`src/kpeg_ram.sv`:
```
`timescale 1ns / 1ps
module kpeg_ram #(
    parameter int WIDTH = 16,
    parameter int DEPTH = 64
) (
    input  logic                     i_clk,
    input  logic                     i_we,
    input  logic [$clog2(DEPTH)-1:0] i_waddr,
    input  logic [WIDTH-1:0]         i_wdata,
    input  logic [$clog2(DEPTH)-1:0] i_raddr,
    output logic [WIDTH-1:0]         o_rdata
);
    logic [WIDTH-1:0] r_mem [DEPTH];

    // one write port, registered read
    always_ff @(posedge i_clk) begin
        if (i_we) begin
            r_mem[i_waddr] <= i_wdata;
        end
        o_rdata <= r_mem[i_raddr];
    end
endmodule

```
`config.mk`:
```
export PLATFORM = sky130hd
export DESIGN_NAME = kpeg_ram
export DESIGN_NICKNAME = d
export VERILOG_FILES = /design/src/kpeg_ram.sv
export SDC_FILE = /design/constraint.sdc
export NUM_CORES = 1
export LEC_CHECK = 0
export BUFFER_PORTS_ARGS = -buffer_cell sky130_fd_sc_hd__buf_2
export CELL_PAD_IN_SITES_DETAIL_PLACEMENT = 0
export CELL_PAD_IN_SITES_GLOBAL_PLACEMENT = 1
export CORE_MARGIN = 4
export CORE_UTILIZATION = 50
export DETAILED_ROUTE_END_ITERATION = 8
export PLACE_DENSITY = 0.68
export SLEW_MARGIN = 10
export SYNTH_ARGS = -nofsm -noshare
export SYNTH_HDL_FRONTEND = slang
export SYNTH_SLANG_ARGS = --single-unit
```
`constraint.sdc`:
```
create_clock -name i_clk -period 4.2 [get_ports i_clk]
set_input_delay 0.21 -clock i_clk [delete_from_list [all_inputs] [get_ports i_clk]]
set_output_delay 0.21 -clock i_clk [all_outputs]
set_load 0.03 [all_outputs]
```
==> impl_table.tex, run 1 <==
\begin{tabular}{lr}
\hline
Metric & Value \\
\hline
\multicolumn{2}{l}{\textbf{Timing}} \\
\quad Achievable Freq & 0.397 GHz \\
\quad Count of pins over their slew limit & 0 \\
\quad Total Negative Setup Slacks & 0 ps \\
\quad Headroom to the max-slew limit & 0.254 \\
\quad Maximum clock skew at final layout & 19.9 ps \\
\quad Total count of hold-check failures in the final report & 0 \\
\quad Count of final setup violators & 0 \\
\quad Worst hold margin & 103 ps \\
\quad Min setup slack post-route & 1680 ps \\
\quad Worst-Margin Slew & 1110 ps \\
\quad Final Critical Period & 2520 ps \\
\quad Unrepaired setup endpoints after global routing & no \\
\quad Share of the clock period used by the worst path & 0.599 \\
\multicolumn{2}{l}{\textbf{Route}} \\
\quad Sum of routed wire length over all layers & 95.4 mm \\
\quad DRC violations left & 0 \\
\quad Number of detailed-routing iterations run before antenna repair & 7 \\
\quad Post-detailed-route wirelength per cell & 30.5 µm \\
\quad Number of vias per cell after detailed routing & 6.13 \\
\quad Via Count & 19,188 \\
\quad Number of routed nets with antenna violations & 0 \\
\quad Drt first-iter violations & 2,233 \\
\multicolumn{2}{l}{\textbf{Finish}} \\
\quad Synthesis-to-finish area growth & 12.9\% \\
\quad Share of final-layout standard cells stronger than drive strength 1 & 0.274 \\
\quad Most common library cell in the layout ignoring fill and taps & edfxtp\_1 \\
\quad Final core utilization & 0.571 \\
\quad Highest-count cells in the layout ignoring fill and taps & edfxtp\_1 (1,024), mux4\_2 (220), clkbuf\_16 (105) \\
\quad Net count, final & 2,019 \\
\multicolumn{2}{l}{\textbf{Floorplanning}} \\
\quad Chip Width & 291 µm \\
\quad Area of the placeable core & 79,100 µm² \\
\quad \# IOs & 46 \\
\quad Height of the die & 291 µm \\
\quad Initial core utilization & 0.506 \\
\quad Die Footprint & 84,700 µm² \\
\quad Row count & 103 \\
\multicolumn{2}{l}{\textbf{Clocking}} \\
\quad Clock Path Buffers & 3 \\
\quad Clock H-tree levels & 3 \\
\quad Clk sink count & 1,040 \\
\quad Post-CTS clock slew at the launch and capture registers of the worst setup and hold paths & 60 ps \\
\quad TritonCTS clock tree & built \\
\quad Post-CTS sizing & 0 \\
\quad Clock latency on the worst-skew pair & 660 ps \\
\quad Cts bufs inserted & 104 \\
\quad Root buffer selected by CTS & clkbuf\_16 \\
\multicolumn{2}{l}{\textbf{Placed design}} \\
\quad Detailed Place HPWL & 55.8 mm \\
\quad I/O Buffers & 45 \\
\quad Gpl congestion & 0.795 \\
\quad Worst setup slack after placement & 948 ps \\
\multicolumn{2}{l}{\textbf{GRT}} \\
\quad Total routing usage reported by global routing & 0.225 \\
\quad Number of global-route vias before repair & 19,196 \\
\quad Number of antenna violations at the first check in global routing & 6 \\
\quad Grt ovf & 0 \\
\quad Wire length of the first global-routing pass & 138 mm \\
\quad Pin count of the biggest net entering global routing & 71 \\
\multicolumn{2}{l}{\textbf{Job}} \\
\quad Number of max-cap violations & 0 \\
\multicolumn{2}{l}{\textbf{Synthesis}} \\
\quad Post-synthesis average cell area & 21.9 µm² \\
\quad Post-synthesis cell area & 40,000 µm² \\
\quad Number of register bits inferred by synthesis & 1,040 \\
\quad Post-synth net total & 1,859 \\
\quad Count of synthesis-stage warnings from yosys & 0 \\
\quad Post-synthesis cell count & 1,829 \\
\quad Distinct cell type count after synthesis & 43 \\
\quad Sequential cell area fraction in the yosys report & 0.776 \\
\multicolumn{2}{l}{\textbf{Worst setup path}} \\
\quad Cell depth of the worst flop-to-flop path & 4 \\
\quad Type of the worst setup path & in -> reg \\
\quad Sort of element at the end of the critical path & flop \\
\quad Worst setup path startpoint & i\_raddr[0] \\
\quad Crit path launch type & primary input \\
\quad Reg-to-reg endpoint & o\_rdata[15]\$\_DFF\_P\_ \\
\quad Worst Path Max Fanout & 70 \\
\quad Required time at the endpoint of the critical path & 4730 ps \\
\quad Critical Path Sink & o\_rdata[8]\$\_DFF\_P\_ \\
\quad Register-to-register setup slack & 2000 ps \\
\quad Worst endpoint data arrival time & 3040 ps \\
\quad Reg-to-reg critical path startpoint & r\_mem[61][15]\$\_DFFE\_PP\_ \\
\multicolumn{2}{l}{\textbf{Outcome}} \\
\quad Status & finished, final reports clean \\
\multicolumn{2}{l}{\textbf{Power and ir drop}} \\
\quad Static leakage power & 14.4 nW \\
\quad Power Density & 480 nW/µm² \\
\quad Peak supply drop & 0.383 mV \\
\quad Tot Pwr & 21.7 mW \\
\multicolumn{2}{l}{\textbf{Worst hold path}} \\
\quad Hold/Removal Path Class & in -> reg \\
\quad Hold\_sp & i\_wdata[12] \\
\hline
\end{tabular}
[worst min-delay path by stage]
stage	endpoint	slack, ps	cells after the start
3_5_place_dp	r_mem[22][2]$_DFFE_PP_	550	1
4_1_cts	r_mem[18][12]$_DFFE_PP_	80	1
6_report	r_mem[18][12]$_DFFE_PP_	100	1
2_1_floorplan	r_mem[0][0]$_DFFE_PP_	310	0
3_3_place_gp	r_mem[22][2]$_DFFE_PP_	530	1
5_1_grt	r_mem[20][12]$_DFFE_PP_	110	1
[cells in the mapped netlist, drive strengths merged]
cell type  instances  area (µm²)
and4               5        43.8
nand4b             1        8.76
a221o              6        60.1
a311oi             8        70.1
mux2              27         304
nand2             60         233
nor4               3        37.5
a21oi             17        85.1
or3                1        6.26
edfxtp          1024       30700
a22oi             39         293
a211o              8        70.1
a221oi            16         140
nand3b             2        15.0
a211oi             8        60.1
nand3             24         120
nor2              74         283
nor2b             30         188
mux4             224        5060
nand4             12        75.1
a31oi              8        50.1
mux2i             85         851
a41oi              5        43.8
o21ai              8        40.0
a22o               6        52.6
clkbuf            27         108
buf               77         626
and2               2        12.5
or3b               1        8.76
nand2b             3        18.8
dfxtp             16         320
nor3               2        10.0
[logic make-up after synthesis]
group | synth area share
buffers and inverters | 0.0183
DFF | 0.776
AOI/OAI and AO/OA | 0.0241
muxes | 0.155
and+or+nand+nor | 0.0265
[cell type report]
cell class	count	area [µm²]
Fill cell	5860	33900
Sequential cell	1040	31100
Multi-Input combinational cell	685	8260
Clock buffer	145	2900
Tap cell	1050	1310
Timing Repair Buffer	158	1190
Clock inverter	51	459
Antenna cell	2	5.00
[registers in the layout, indices dropped and copies added, names as in the netlist]
| register | cells |
|---|---|
| o_rdata | 16 |
| r_mem | 1024 |
[worst max-delay path: stages]
cell and delay [ps]:
buf_8 640, buf_12 310, buf_4 390, mux4_2 560, a22o_1 280, nor2_1 450
nor4_2 100
[layer usage]
layer / vias to the layer above / GRT usage / wire length, µm
li1: 8009 / - / -
met4: 4 / 0.0593 / 2520
met5: - / 0 / 18
met2: 716 / 0.353 / 45700
met3: 148 / 0.0520 / 7310
met1: 10311 / 0.325 / 39900
[what timing repair did]
action / CTS / global route
hold endpoints to repair: 24 / 0
hold buffers: 2 / 0
buffers inserted: 0 / 0
[per-stage QoR]
stage / cell area, µm² / std cells
final: 45200 / 3131
after global routing: 45200 / 3129
after detailed placement: 41800 / 2931
after floorplan: 40000 / 1829
after CTS: 45200 / 3129
after global placement: 41800 / 2931
[power by group]
group / internal (mW) / total [mW] / switching, mW
sequential: 11.5 / 11.5 / 0.0549
combinational: 0.384 / 1.10 / 0.716
clock: 5.20 / 9.03 / 3.83
No activity file was read; power rests on OpenSTA's default activity.
==> run 2, diff against run 1 <==
PLACE_DENSITY = 0.71   (was 0.68)
clock period = 2.09 ns   (was 4.2 ns; I/O delays follow)
==> run 2 against run 1 <==
- wire length shrank 2.4%
- clock skew increased by 8.0 ps
- critical path depth is 2 lower
- worst setup slack got worse by 1600 ps
- sequential share of layout area is 2.3 points lower
- final cell count is 4.3% higher
- critical endpoint is now o_rdata[12]$_DFF_P_
- largest power group unchanged
- highest routed layer unchanged
==> impl_table.tex, run 2 (synthesized netlist as in run 1, its figures left out) <==
\begin{tabular}{lr}
\hline
Metric & Value \\
\hline
\multicolumn{2}{l}{\textbf{Route}} \\
\quad Number of routed nets with antenna violations & 0 (unchanged) \\
\quad Sum of routed wire length over all layers & 93.1 mm (-2.4\%) \\
\quad Number of detailed-routing iterations run before antenna repair & 5 (-2) \\
\quad Post-detailed-route wirelength per cell & 28.5 µm (-6.5\%) \\
\quad DRC violations left & 0 (unchanged) \\
\quad Via Count & 19,415 (+1.2\%) \\
\quad Drt first-iter violations & 2,066 (-7.5\%) \\
\quad Number of vias per cell after detailed routing & 5.94 (-3.0\%) \\
\multicolumn{2}{l}{\textbf{Worst setup path}} \\
\quad Type of the worst setup path & reg -> reg \\
\quad Required time at the endpoint of the critical path & 2630 ps (-2100 ps) \\
\quad Worst Path Max Fanout & 1 (-99\%) \\
\quad Sort of element at the end of the critical path & flop \\
\quad Worst endpoint data arrival time & 2530 ps (-510 ps) \\
\quad Crit path launch type & flop \\
\multicolumn{2}{l}{\textbf{Power and ir drop}} \\
\quad Reported net switching power & 9.08 mW (+97\%) \\
\quad Static leakage power & 15.2 nW (+5.5\%) \\
\quad Power Density & 941 nW/µm² (+96\%) \\
\quad Flop pwr share & 0.526 (-0.007) \\
\quad Fraction of power spent switching nets & 0.206 (-0.00614) \\
\quad Tot Pwr & 44.0 mW (+100\%) \\
\quad Peak supply drop & 0.773 mV (+100\%) \\
\quad Internal Dissipation & 34.9 mW (+100\%) \\
\quad Portion of total power attributed to the clock network & 0.418 (about the same) \\
\quad Combinational group share of total power & 0.056 (+0.005) \\
\multicolumn{2}{l}{\textbf{Timing}} \\
\quad Count of final setup violators & 0 (unchanged) \\
\quad Total Negative Setup Slacks & 0 ps (unchanged) \\
\quad Worst hold margin & 38.9 ps (-63.8 ps) \\
\quad Achievable Freq & 0.502 GHz \\
\quad Count of pins over their slew limit & 0 (unchanged) \\
\quad Maximum clock skew at final layout & 27.9 ps (+7.99 ps) \\
\quad Min setup slack post-route & 99.6 ps (-1580 ps) \\
\quad Worst-Margin Slew & 792 ps (-323 ps) \\
\quad Final Critical Period & 1990 ps \\
\quad Share of the clock period used by the worst path & 0.952 \\
\quad Unrepaired setup endpoints after global routing & no \\
\quad Headroom to the max-slew limit & 0.472 (+0.218) \\
\quad Total count of hold-check failures in the final report & 0 (unchanged) \\
\multicolumn{2}{l}{\textbf{GRT}} \\
\quad Wire length of the first global-routing pass & 138 mm (-0.13\%) \\
\quad Grt ovf & 0 (unchanged) \\
\quad Number of global-route vias before repair & 20,136 (+4.9\%) \\
\quad Number of antenna violations at the first check in global routing & 8 (+2) \\
\quad Total routing usage reported by global routing & 0.222 (-0.00278) \\
\quad Pin count of the biggest net entering global routing & 65 (-8.5\%) \\
\multicolumn{2}{l}{\textbf{Floorplanning}} \\
\quad Initial core utilization & 0.506 (unchanged) \\
\quad Row count & 103 (unchanged) \\
\quad Height of the die & 291 µm (unchanged) \\
\quad \# IOs & 46 (unchanged) \\
\quad Chip Width & 291 µm (unchanged) \\
\quad Die Footprint & 84,700 µm² (unchanged) \\
\quad Area of the placeable core & 79,100 µm² (unchanged) \\
\multicolumn{2}{l}{\textbf{Job}} \\
\quad Number of max-cap violations & 0 (unchanged) \\
\multicolumn{2}{l}{\textbf{Placed design}} \\
\quad I/O Buffers & 45 (unchanged) \\
\quad Worst setup slack after placement & -161 ps (-1110 ps) \\
\quad Detailed Place HPWL & 57.7 mm (+3.4\%) \\
\quad Gpl congestion & 0.816 (+2.7\%) \\
\multicolumn{2}{l}{\textbf{Finish}} \\
\quad Most common library cell in the layout ignoring fill and taps & edfxtp\_1 \\
\quad Highest-count cells in the layout ignoring fill and taps & edfxtp\_1 (1,024), mux4\_2 (220), buf\_4 (186) \\
\quad Net count, final & 2,153 (+6.6\%) \\
\quad Largest register by flop count & r\_mem \\
\quad Max FFs per register & 1,024 (unchanged) \\
\quad Largest registers & r\_mem (1024), o\_rdata (16) \\
\quad Synthesis-to-finish area growth & 16.8\% \\
\quad Share of final-layout standard cells stronger than drive strength 1 & 0.305 (+0.0311) \\
\multicolumn{2}{l}{\textbf{Clocking}} \\
\quad Root buffer selected by CTS & clkbuf\_16 \\
\quad Clock Path Buffers & 3 (unchanged) \\
\quad Post-CTS clock slew at the launch and capture registers of the worst setup and hold paths & 60 ps (about the same) \\
\quad Cts bufs inserted & 105 (+0.96\%) \\
\quad Clk sink count & 1,040 (unchanged) \\
\quad Clock H-tree levels & 3 (unchanged) \\
\quad Number of buffers added for setup after CTS & 0 (unchanged) \\
\quad Clock latency on the worst-skew pair & 670 ps (about the same) \\
\quad TritonCTS clock tree & built \\
\multicolumn{2}{l}{\textbf{Worst hold path}} \\
\quad Hold/Removal Path Class & in -> reg \\
\multicolumn{2}{l}{\textbf{Outcome}} \\
\quad Status & finished, final reports clean \\
\hline
\end{tabular}
## run 2: cell types whose count changed in the layout (fill, tap and decap cells not counted), moves of 3 or more
cell,previous run,this run
clkinv_1,12,23
clkbuf_8,12,3
clkinv_2,23,13
buf_4,104,186
diode_2,2,6
dlygate4sd3_1,2,14
clkbuf_1,28,31
bufinv_16,6,11
buf_12,7,46
## run 2: area by class of cell
cell class              count  area [µm²]
clock inverters            55         577
flip-flops and latches   1040       31100
multi-input cells         685        8260
diodes                      6        15.0
clock buffers             140        2820
repair buffers            291        2710
fillers                  5672       32400
well taps                1050        1310
## run 2: power groups by stage
| stage | clock network (mW) | logic [mW] | registers [mW] |
|---|---|---|---|
| 2_1_floorplan | 0 | 1.20 | 23.7 |
| 3_3_place_gp | 0 | 2.44 | 23.6 |
| 3_5_place_dp | 0 | 2.47 | 23.6 |
| 4_1_cts | 18.7 | 2.50 | 23.2 |
| 5_1_grt | 19.7 | 2.63 | 23.2 |
| 6_report | 18.4 | 2.46 | 23.2 |
## run 2: final timing paths
| kind | endpoint | slack (ps) | depth (start not counted) | from |
|---|---|---|---|---|
| worst min register to register | o_rdata[10]$_DFF_P_ | 840 | 5 | r_mem[63][10]$_DFFE_PP_ |
| worst min-delay path | r_mem[15][8]$_DFFE_PP_ | 40 | 1 | i_wdata[8] |
| worst max register to register | o_rdata[12]$_DFF_P_ | 100 | 5 | r_mem[23][12]$_DFFE_PP_ |
| worst max-delay path | o_rdata[12]$_DFF_P_ | 100 | 5 | r_mem[23][12]$_DFFE_PP_ |
## run 2: metrics by stage
step | utilization | area (µm²) | cells
after floorplan | - | 40100 | 1829
after global placement | 0.546 | 43200 | 3052
after detailed placement | 0.546 | 43200 | 3052
after CTS | 0.591 | 46700 | 3261
after global routing | 0.591 | 46800 | 3261
final | 0.591 | 46800 | 3267
## run 2: routing by layer
metal  global-route usage  share of wire
met5                    0        0.00061
met4               0.0635          0.030
met3               0.0464          0.072
met2                0.361           0.49
met1                0.310           0.41
## run 2: critical path, cell delays in order (launching register included)
cell      delay (ps)
edfxtp_1         380
mux4_2           490
mux2_2           280
nand2_1          130
nand4_1          310
and4_1           300
## run 2: timing repair
item / 4_1_cts / 5_1_grt
endpoints found under the hold margin: 453 / 0
endpoints found under the setup margin: 0 / 1
hold buffers: 14 / 0
gates resized for setup: 0 / 2
